--- config.mk ---
export PLATFORM = sky130hd
export DESIGN_NAME = bitwise_register_file_alu
export DESIGN_NICKNAME = d
export VERILOG_FILES = /design/src/sv/brfa_pkg.sv /design/src/sv/brfa_ctrl.sv /design/src/sv/brfa_datapath.sv /design/src/sv/bitwise_register_file_alu.sv
export SDC_FILE = /design/constraint.sdc
export NUM_CORES = 2
export LEC_CHECK = 0
export BUFFER_PORTS_ARGS = -buffer_cell sky130_fd_sc_hd__buf_2
export CORE_ASPECT_RATIO = 0.8
export CORE_MARGIN = 2
export CORE_UTILIZATION = 58
export DETAILED_ROUTE_END_ITERATION = 16
export HOLD_SLACK_MARGIN = 0.12
export PLACE_DENSITY = 0.8
export SKIP_CTS_REPAIR_TIMING = 1
export SLEW_MARGIN = 30
export SYNTH_ARGS = -nofsm -noshare
export SYNTH_HDL_FRONTEND = slang
export SYNTH_SLANG_ARGS = --single-unit
export TNS_END_PERCENT = 20
--- constraint.sdc ---
create_clock -name clock -period 6.1 [get_ports clock]
set_input_delay 0.305 -clock clock [delete_from_list [all_inputs] [get_ports clock]]
set_output_delay 0.305 -clock clock [all_outputs]
set_load 0.03 [all_outputs]
--- src/sv/brfa_pkg.sv ---
`default_nettype none
// ----------------------------------------------------------------------------
// brfa_pkg
// Shared types and constants for the bitwise register file ALU.
// ----------------------------------------------------------------------------
package brfa_pkg;

   localparam int NUM_REGS   = 26;
   localparam int DATA_WIDTH = 32;
   localparam int IDX_W      = 5;

   typedef enum logic [1:0] {
      KIND_LOGIC = 2'd0,
      KIND_NOT   = 2'd1,
      KIND_LOAD  = 2'd2,
      KIND_STORE = 2'd3
   } kind_type;

   typedef enum logic [3:0] {
      LOP_OR    = 4'd0,
      LOP_AND   = 4'd1,
      LOP_IMPL  = 4'd2,
      LOP_RIMPL = 4'd3,
      LOP_EQUIV = 4'd4,
      LOP_XOR   = 4'd5,
      LOP_COIMP = 4'd6,
      LOP_NAND  = 4'd7,
      LOP_NOR   = 4'd8
   } lop_type;

   typedef struct packed {
      kind_type                kind;
      logic [IDX_W-1:0]        dest_index;
      logic [IDX_W-1:0]        src_a_index;
      logic [IDX_W-1:0]        src_b_index;
      lop_type                 logic_op;
      logic [DATA_WIDTH-1:0]   load_value;
   } req_word_type;

   typedef struct packed {
      logic                    status;
      logic                    out_valid;
      logic [DATA_WIDTH-1:0]   out_value;
   } rsp_word_type;

   // controller -> datapath
   typedef struct packed {
      logic capture;
      logic read;
      logic exec;
   } cmd_type;

   // datapath -> controller
   typedef struct packed {
      logic out_full;
   } stat_type;

   function automatic logic idx_ok(input logic [IDX_W-1:0] idx);
      logic [IDX_W:0] lim;
      lim = (IDX_W+1)'(NUM_REGS);
      return {1'b0, idx} < lim;
   endfunction

endpackage : brfa_pkg
`default_nettype wire

--- src/sv/brfa_ctrl.sv ---
`default_nettype none
// ----------------------------------------------------------------------------
// brfa_ctrl
// Sequencer: accept, register read, execute/writeback.
// ----------------------------------------------------------------------------
module brfa_ctrl
   import brfa_pkg::*;
(
   input  wire logic     clock,
   input  wire logic     reset,
   input  wire logic     req_valid,
   output logic          req_ready,
   input  wire stat_type stat,
   output cmd_type       cmd
);

   typedef enum logic [1:0] {
      ST_IDLE,
      ST_READ,
      ST_EXEC
   } state_type;

   state_type state_ff;
   logic      ready_ff;

   always_comb begin
      cmd.capture = req_valid && ready_ff;
      cmd.read    = (state_ff == ST_READ);
      cmd.exec    = (state_ff == ST_EXEC) && !stat.out_full;
   end

   assign req_ready = ready_ff;

   always_ff @(posedge clock) begin
      if (reset) begin
         state_ff <= ST_IDLE;
         ready_ff <= 1'b1;
      end else begin
         case (state_ff)
            ST_IDLE: begin
               if (req_valid && ready_ff) begin
                  state_ff <= ST_READ;
                  ready_ff <= 1'b0;
               end
            end
            ST_READ: begin
               state_ff <= ST_EXEC;
            end
            ST_EXEC: begin
               // hold until the output register can take the result
               if (!stat.out_full) begin
                  state_ff <= ST_IDLE;
                  ready_ff <= 1'b1;
               end
            end
            default: begin
               state_ff <= ST_IDLE;
               ready_ff <= 1'b1;
            end
         endcase
      end
   end

endmodule : brfa_ctrl
`default_nettype wire

--- src/sv/brfa_datapath.sv ---
`default_nettype none
// ----------------------------------------------------------------------------
// brfa_datapath
// Register bank, logic unit and output register.
// ----------------------------------------------------------------------------
module brfa_datapath
   import brfa_pkg::*;
(
   input  wire logic         clock,
   input  wire logic         reset,
   input  wire req_word_type req_word,
   input  wire cmd_type      cmd,
   output stat_type          stat,
   output logic              rsp_valid,
   input  wire logic         rsp_ready,
   output rsp_word_type      rsp_word
);

   req_word_type            in_ff;
   logic [DATA_WIDTH-1:0]   mem_ff [NUM_REGS];
   logic [NUM_REGS-1:0]     vld_ff;
   logic [DATA_WIDTH-1:0]   rd_a_ff, rd_b_ff;
   logic [DATA_WIDTH-1:0]   rd_a_in, rd_b_in;
   logic                    rsp_valid_ff;
   rsp_word_type            rsp_word_ff, rsp_word_in;
   logic [IDX_W-1:0]        addr_a;
   logic                    ok;
   logic                    wr_en;
   logic [DATA_WIDTH-1:0]   result;

   // store reads its register through port a
   assign addr_a = (in_ff.kind == KIND_STORE) ? in_ff.dest_index : in_ff.src_a_index;

   always_comb begin
      rd_a_in = '0;
      rd_b_in = '0;
      if (idx_ok(addr_a) && vld_ff[addr_a])
         rd_a_in = mem_ff[addr_a];
      if (idx_ok(in_ff.src_b_index) && vld_ff[in_ff.src_b_index])
         rd_b_in = mem_ff[in_ff.src_b_index];
   end

   always_comb begin
      case (in_ff.kind)
         KIND_LOGIC: ok = idx_ok(in_ff.dest_index) && idx_ok(in_ff.src_a_index)
                          && idx_ok(in_ff.src_b_index);
         KIND_NOT:   ok = idx_ok(in_ff.dest_index) && idx_ok(in_ff.src_a_index);
         default:    ok = idx_ok(in_ff.dest_index);
      endcase
   end

   always_comb begin
      case (in_ff.kind)
         KIND_LOGIC: begin
            case (in_ff.logic_op)
               LOP_OR:    result = rd_a_ff | rd_b_ff;
               LOP_AND:   result = rd_a_ff & rd_b_ff;
               LOP_IMPL:  result = ~rd_a_ff | rd_b_ff;
               LOP_RIMPL: result = rd_a_ff | ~rd_b_ff;
               LOP_EQUIV: result = ~(rd_a_ff ^ rd_b_ff);
               LOP_XOR:   result = rd_a_ff ^ rd_b_ff;
               LOP_COIMP: result = rd_a_ff & ~rd_b_ff;
               LOP_NAND:  result = ~(rd_a_ff & rd_b_ff);
               LOP_NOR:   result = ~(rd_a_ff | rd_b_ff);
               default:   result = '0;
            endcase
         end
         KIND_NOT:  result = ~rd_a_ff;
         KIND_LOAD: result = in_ff.load_value;
         default:   result = '0;
      endcase
   end

   assign wr_en = cmd.exec && ok && (in_ff.kind != KIND_STORE);

   always_comb begin
      rsp_word_in.status    = !ok;
      rsp_word_in.out_valid = ok && (in_ff.kind == KIND_STORE);
      rsp_word_in.out_value = rsp_word_in.out_valid ? rd_a_ff : '0;
   end

   always_ff @(posedge clock) begin
      if (cmd.capture)
         in_ff <= req_word;
      if (cmd.read) begin
         rd_a_ff <= rd_a_in;
         rd_b_ff <= rd_b_in;
      end
      if (wr_en)
         mem_ff[in_ff.dest_index] <= result;
      if (cmd.exec)
         rsp_word_ff <= rsp_word_in;
   end

   always_ff @(posedge clock) begin
      if (reset) begin
         vld_ff       <= '0;
         rsp_valid_ff <= 1'b0;
      end else begin
         if (wr_en)
            vld_ff[in_ff.dest_index] <= 1'b1;
         if (cmd.exec)
            rsp_valid_ff <= 1'b1;
         else if (rsp_ready)
            rsp_valid_ff <= 1'b0;
      end
   end

   assign stat.out_full = rsp_valid_ff && !rsp_ready;
   assign rsp_valid     = rsp_valid_ff;
   assign rsp_word      = rsp_word_ff;

endmodule : brfa_datapath
`default_nettype wire

--- src/sv/bitwise_register_file_alu.sv ---
`default_nettype none
// ----------------------------------------------------------------------------
// bitwise_register_file_alu
// 26 x 32-bit register file with a nine-function boolean logic unit.
// ----------------------------------------------------------------------------
//  channel | ports                          | direction | moves
//  --------+--------------------------------+-----------+---------------------
//  request | req_valid, req_ready, req_word | in        | one instruction word
//  response| rsp_valid, rsp_ready, rsp_word | out       | one status word
//
//  Each instruction goes through accept, register read (two read ports,
//  registered), then execute with writeback into the bank and the output
//  register; the next word is accepted the cycle after execute.
//  Reset clears the bank through per-register valid bits.
//  A stalled response holds execute until the output register drains; a
//  finished response may wait while the next word is accepted and read.
// ----------------------------------------------------------------------------
module bitwise_register_file_alu
   import brfa_pkg::*;
(
   input  wire logic         clock,
   input  wire logic         reset,
   input  wire logic         req_valid,
   output logic              req_ready,
   input  wire req_word_type req_word,
   output logic              rsp_valid,
   input  wire logic         rsp_ready,
   output rsp_word_type      rsp_word
);

   cmd_type  cmd;
   stat_type stat;

   // sequencer
   brfa_ctrl u_ctrl (
      .clock     (clock),
      .reset     (reset),
      .req_valid (req_valid),
      .req_ready (req_ready),
      .stat      (stat),
      .cmd       (cmd)
   );

   // bank, logic unit, output register
   brfa_datapath u_dp (
      .clock     (clock),
      .reset     (reset),
      .req_word  (req_word),
      .cmd       (cmd),
      .stat      (stat),
      .rsp_valid (rsp_valid),
      .rsp_ready (rsp_ready),
      .rsp_word  (rsp_word)
   );

endmodule : bitwise_register_file_alu
`default_nettype wire
# Yosys cells after proc, flatten, opt, wreduce, memory -nomap -nowiden
# Memories as Yosys holds them, arrays and structs flattened. A register that Yosys moved wholly into a read port is not among the register bits.
# Cells that the tools add are included.
totals:
  reg_bits: 117
  ram_bits: 832
  out_inout_bits: 36
  n_memories: 1
classes:
  n_lt_le_gt_ge: 8
  n_eq_ne: 16
  mux: 20
  bitwise: 13
  n_reduce_logical: 22
memory_table:
  columns: ["name", "depth", "word_bits", "read_ports", "rd_ports_with_merged_regs", "write_ports", "line", "rtl"]
  rows:
  - ["u_dp.mem_ff", 26, 32, 2, 2, 1, "brfa_datapath.sv:20", "logic [DATA_WIDTH-1:0] mem_ff [NUM_REGS];"]
ops:
  columns: ["operator", "count"]
  rows:
  - ["case mux 32 bit (9 select lines)", 1]
  - ["inverter 32 bit", 5]
  - ["OR 32 bit", 3]
  - ["case mux 32 bit (3 select lines)", 1]
  - ["AND 32 bit", 2]
  - ["bitwise XOR 32 bit", 1]
  - ["OR 26 bit", 1]
  - ["< comparator 5 bit, second input constant", 4]
  - ["< comparator 5 x 6 -> 1 bit, second input constant", 3]
  - ["equality test 4 x 3 -> 1 bit, second input constant", 4]
  - ["logical AND 1 bit", 11]
  - ["binary-select mux 1 bit (select 5 bit)", 2]
  - ["two-way mux 1 bit", 9]
  - ["equality test 4 x 2 -> 1 bit, second input constant", 2]
  - ["equality test 2 bit, second input constant", 3]
  - ["inequality test 2 bit, second input constant", 3]
  - ["case mux 2 bit (3 select lines)", 1]
  - ["demux 1 bit (select 5 bit)", 1]
  - [">= comparator 5 x 1 -> 1 bit, second input constant", 1]
  - ["zero test 1 bit", 5]
  - ["two-way mux 5 bit", 1]
  - ["equality test 2 x 1 -> 1 bit, second input constant", 2]
  - ["equality test 4 x 1 -> 1 bit, second input constant", 1]
  - ["equality test 4 bit, second input constant", 1]
  - ["other kinds (9)", 11]

# Logic depth before layout (Yosys ltp)
depth:
  word_depth: 8
  mapped_depth: 12
  mapped_depth_nobuf: 9

# Cells and area by module
# Synthesis repeated with hierarchy kept, for this count alone.
unflattened:
  cells_unflattened: 3627
  hier_area_um2: 50322.0
modules_own_cells:
  columns: ["module", "n_inst", "cells_per_inst", "area_per_inst_um2"]
  rows:
  - ["brfa_datapath", 1, 3612, 50191.9]
  - ["brfa_ctrl", 1, 15, 130.1]

# Worst setup path after synthesis
# No wires, ideal clock.
synth_path:
  path_type: "register -> register"
  start: "register u_dp.rsp_valid_ff, in the netlist u_dp.rsp_valid"
  end: "memory u_dp.mem_ff[13][0] (enable)"
  t_arrival_ns: 4.281
  required_time_ns: 5.679
  slack_ns: 1.398
  stages_incl_launch_ff: 7
  synth_period_minus_slack_ns: 4.702
  cell_sequence: "dfxtp_1 -> nand2b_1 -> nor2b_1 -> o211a_1 -> nor2b_1 -> nand2_1 -> nor2_1"
synth_lines:
  columns: ["element", "line", "rtl"]
  rows:
  - ["start: declaration", "brfa_datapath.sv:24", "logic rsp_valid_ff;"]
  - ["start signal: assignment", "brfa_datapath.sv:98", "rsp_valid_ff <= 1'b0;"]
  - ["start signal: assignment", "brfa_datapath.sv:103", "rsp_valid_ff <= 1'b1;"]
  - ["start signal: assignment", "brfa_datapath.sv:105", "rsp_valid_ff <= 1'b0;"]
  - ["end: declaration", "brfa_datapath.sv:20", null]

# Worst setup path in the final report
layout_path:
  start: "register u_dp.in_ff[52] in the netlist's numbering"
  end: "register u_dp.rd_a_ff[10] (read register of u_dp.mem_ff) (data pin)"
layout_between:
  elab_chain_len: 6
  elab_cells_between_ends: 7
  classes_between: "order compare (1); eq/ne (1); mux (3); reduce/logical (2)"
layout_rtl:
  columns: ["element", "line", "rtl"]
  rows:
  - ["start: declaration", "brfa_datapath.sv:19", "req_word_type in_ff;"]
  - ["start signal: assignment", "brfa_datapath.sv:84", "in_ff <= req_word;"]
  - ["equality test 2 bit *", "brfa_datapath.sv:32", "assign addr_a = (in_ff.kind == KIND_STORE) ? in_ff.dest_index : in_ff.src_a_index;"]
  - ["two-way mux 5 bit *", "brfa_datapath.sv:32", null]
  - ["binary-select mux 1 bit (select 5 bit)", "brfa_datapath.sv:37", "if (idx_ok(addr_a) && vld_ff[addr_a])"]
  - ["two-way mux 1 bit (implied by the code)", "brfa_datapath.sv:37", null]
  - ["logical AND 1 bit", "brfa_datapath.sv:37", null]
  - ["zero test 1 bit (no source line)", null, null]
  - ["end: declaration", "brfa_datapath.sv:22", "logic [DATA_WIDTH-1:0] rd_a_ff, rd_b_ff;"]
# Every way passes the cells marked *; elsewhere a longest branch is shown, timed or not. The select of a mux whose other input is x is not followed.
# A chain may end at the register's enable or synchronous reset.

==> flow_metrics.py <==
metrics = {
    "global_route": {
        "grtUsageMet1": 0.463,
        "grt_max_degree": 161,
        "antenna_found_initial": 5,
        "grt_pass1_wl_um": 219000,
        "met3_usage": 0.115,
        "grt_pass1_vias": 32989,
        "met2_usage": 0.493,
        "grt.busiest_layer": "met2",
        "grt_usage": 0.338,
        "overflow": 0,
    },
    "layout": {
        "fin_area_sq_um": 55600,
        "area_growth_pct": 11.7,
        "stdcell_count": 4756,
        "layout_common_cells": "edfxtp_1, nand2_1, mux2i_1",
        "final_common_cell": "edfxtp_1",
        "drive_gt1_frac": 0.186,
        "n_fill_cell": 5726,
        "final_nets": 3733,
    },
    "worst_setup_path": {
        "start_kind": "register",
        "cp_slowest_cell": "or2_2",
        "critPathCapture": "u_dp.rd_a_ff[10]",
        "cp-startpoint": "u_dp.in_ff[52]",
        "critical_path.max_fanout": 27,
        "ff2ff_path_depth": 7,
        "cp_num_cells": 7,
        "cp_top_family": "simple AND/OR/NAND/NOR gates",
        "rrSetupSlack_ns": 1.92,
        "r2r-start": "u_dp.in_ff[52]",
        "cpPeakStageDelay_ns": 0.85,
        "path_buf_inv": 1,
        "r2r_end": "u_dp.rd_a_ff[10]",
        "cp.required_ns": 6.51,
        "cp-end-kind": "register",
        "crit_chain": "nand2_2 -> a21oi_4 -> buf_4 -> or2_2 -> o22ai_1 -> o41ai_1 -> a21oi_1",
        "worstPathArrival_ns": 4.59,
        "worstSetupPathType": "register to register",
    },
    "sta": {
        "worstMarginPinSlew_ns": 1.11,
        "rsz0062_at_grt": "no",
        "finalSetupTns_ns": 0,
        "finalMaxSlewViolations": 0,
        "fmax_mhz": 239,
        "finalHoldViolations": 0,
        "finalCritPeriodShare": 0.685,
        "setup_viol": 0,
        "finClkSkew_ns": 0.0249,
        "min_period_ns": 4.18,
        "slew_headroom": 0.258,
    },
    "floorplanning": {
        "dieWidth_um": 332,
        "ios": 93,
        "die_y_um": 266,
        "start_util": 0.583,
        "coreArea_sq_um": 85400,
        "die-area_sq_um": 88200,
        "rows": 96,
    },
    "routing": {
        "drtPass1Iterations": 7,
        "drc": 0,
        "drt-initial-drc-count": 6262,
        "detail-route-antenna-nets": 0,
        "wire_per_inst_um": 31.9,
        "vias_per_cell": 7.32,
        "wirelength_um": 152000,
        "vias": 34818,
    },
    "synthesis": {
        "syn_area_per_cell_sq_um": 14.3,
        "ys.flop_type": "edfxtp_1",
        "syn-num-nets": 3658,
        "yosysWarnings": 0,
        "synth-seq-area-share": 0.605,
        "synth_seq_cells": 1013,
        "synth_area_sq_um": 49800,
        "synth_cells": 3473,
        "synth_cell_types": 66,
        "synth-async-reset-ratio": 0,
        "synth_edf_count": 983,
    },
    "clock_tree": {
        "clock_sinks": 1013,
        "clk-insertion-delay-late_ns": 0.70,
        "cts_root_buffer": "clkbuf_16",
        "clk_pin_slew_ns": 0.06,
        "htree_levels": 3,
        "cts_buffer_depth": 3,
        "tritoncts": "yes",
        "cts_buffers": 93,
    },
    "min_path": {
        "min_path_type": "primary input to register",
        "hold_start": "req_word[12]",
    },
    "power": {
        "cellPowerDensity_nw_per_um2": 282,
        "totalPowerFinal_mw": 15.7,
        "irDropWorstVdd_mv": 0.253,
        "p_leak_nw": 19.4,
    },
    "run_status": {
        "outcome": "complete, no violations",
    },
    "run": {
        "drv_cap": 0,
    },
    "place": {
        "io_buffers": 92,
        "gp_congestion": 0.960,
        "dpl.cell_count": 4520,
        "dp_hpwl_um": 89400,
        "placed_area_sq_um": 51900,
    },
}
==> final cells by class <==
type / instances / area, sq um / area share
Antenna cell: 4 / 10.0 / 0.000180
Clock buffer: 107 / 2380 / 0.0428
Clock inverter: 65 / 667 / 0.0120
Inverter: 70 / 263 / 0.00472
Multi-Input combinational cell: 2129 / 18900 / 0.339
Sequential cell: 1013 / 30100 / 0.541
Tap cell: 1127 / 1410 / 0.0253
Timing Repair Buffer: 241 / 1930 / 0.0346
==> worst min path at each step <==
stage / to / slack, ns / depth (start not counted)
final: u_dp.in_ff[12] / 0.31 / 2
after global routing: u_dp.in_ff[12] / 0.31 / 2
after CTS: u_dp.in_ff[12] / -0.25 / 1
after detailed placement: u_ctrl.state_ff[0] / 0.48 / 1
after global placement: u_dp.vld_ff[22] / 0.47 / 2
after floorplan: u_dp.in_ff[0] / 0.40 / 0
==> per-layer routing <==
layer	routed length, um	vias to the layer above
li1	-	13892
met1	53500	17122
met2	65800	3231
met3	24200	569
met4	8120	4
met5	152	-
==> stage by stage <==
step                      utilization  setup slack, ns  hold slack [ns]
after global routing            0.651             1.75            0.309
after detailed placement        0.607             1.94            0.476
after global placement          0.605             2.07            0.468
final                           0.651             1.92            0.311
after floorplan                     -             1.40            0.404
after CTS                       0.643             1.93           -0.250
==> sequential cells by signal, summed over array words and instances, names as in the netlist <==
register / count
u_dp.rsp_word: 34
u_dp.in_ff: 53
u_dp.rd_a_ff: 32
u_ctrl.req_ready: 1
u_ctrl.state_ff: 2
u_dp.rd_b_ff: 32
u_dp.vld_ff: 26
u_dp.rsp_valid: 1
u_dp.mem_ff: 832
==> cell families after synthesis <==
logic type,Yosys count,share of synthesized area
AOI/OAI and AO/OA,677,0.0912
adders and majority gates,128,0.0322
buffers and inverters,331,0.0276
and+or+nand+nor,716,0.0636
DFF,1013,0.605
xor gates and xnor gates,30,0.00528
muxes,578,0.175
==> cells in the mapped netlist, types with 13 or more instances <==
cell | number | area share
a211oi_1 | 39 | 0.0059
a21oi_1 | 189 | 0.019
a221oi_1 | 21 | 0.0037
a22oi_1 | 14 | 0.0021
a311o_1 | 21 | 0.0042
a31oi_1 | 13 | 0.0016
a32oi_1 | 55 | 0.0097
and3_1 | 37 | 0.0046
buf_1 | 33 | 0.0025
buf_2 | 85 | 0.0085
clkbuf_1 | 136 | 0.010
dfxtp_1 | 30 | 0.012
edfxtp_1 | 983 | 0.59
ha_1 | 128 | 0.032
inv_1 | 67 | 0.0051
mux2_2 | 34 | 0.0077
mux2i_1 | 312 | 0.063
mux4_2 | 232 | 0.10
nand2_1 | 336 | 0.025
nand2b_1 | 18 | 0.0023
nand3_1 | 40 | 0.0040
nor2_1 | 179 | 0.013
nor2b_1 | 42 | 0.0053
o21ai_0 | 71 | 0.0071
o221ai_1 | 23 | 0.0040
o22ai_1 | 147 | 0.018
o41ai_1 | 21 | 0.0037
xnor2_1 | 13 | 0.0023
xor2_1 | 17 | 0.0030
==> worst register-to-register path, stage by stage (launching register included) <==
cell	delay, ns
edfxtp_1	0.82
nand2_2	0.55
a21oi_4	0.44
buf_4	0.38
or2_2	0.86
o22ai_1	0.24
o41ai_1	0.48
a21oi_1	0.14
==> where the power goes <==
group	total [mW]	internal [mW]	switching, mW
clock	5.94	3.23	2.72
sequential	7.88	7.79	0.0897
combinational	1.86	0.655	1.21
(Power assumes the default switching activity.)
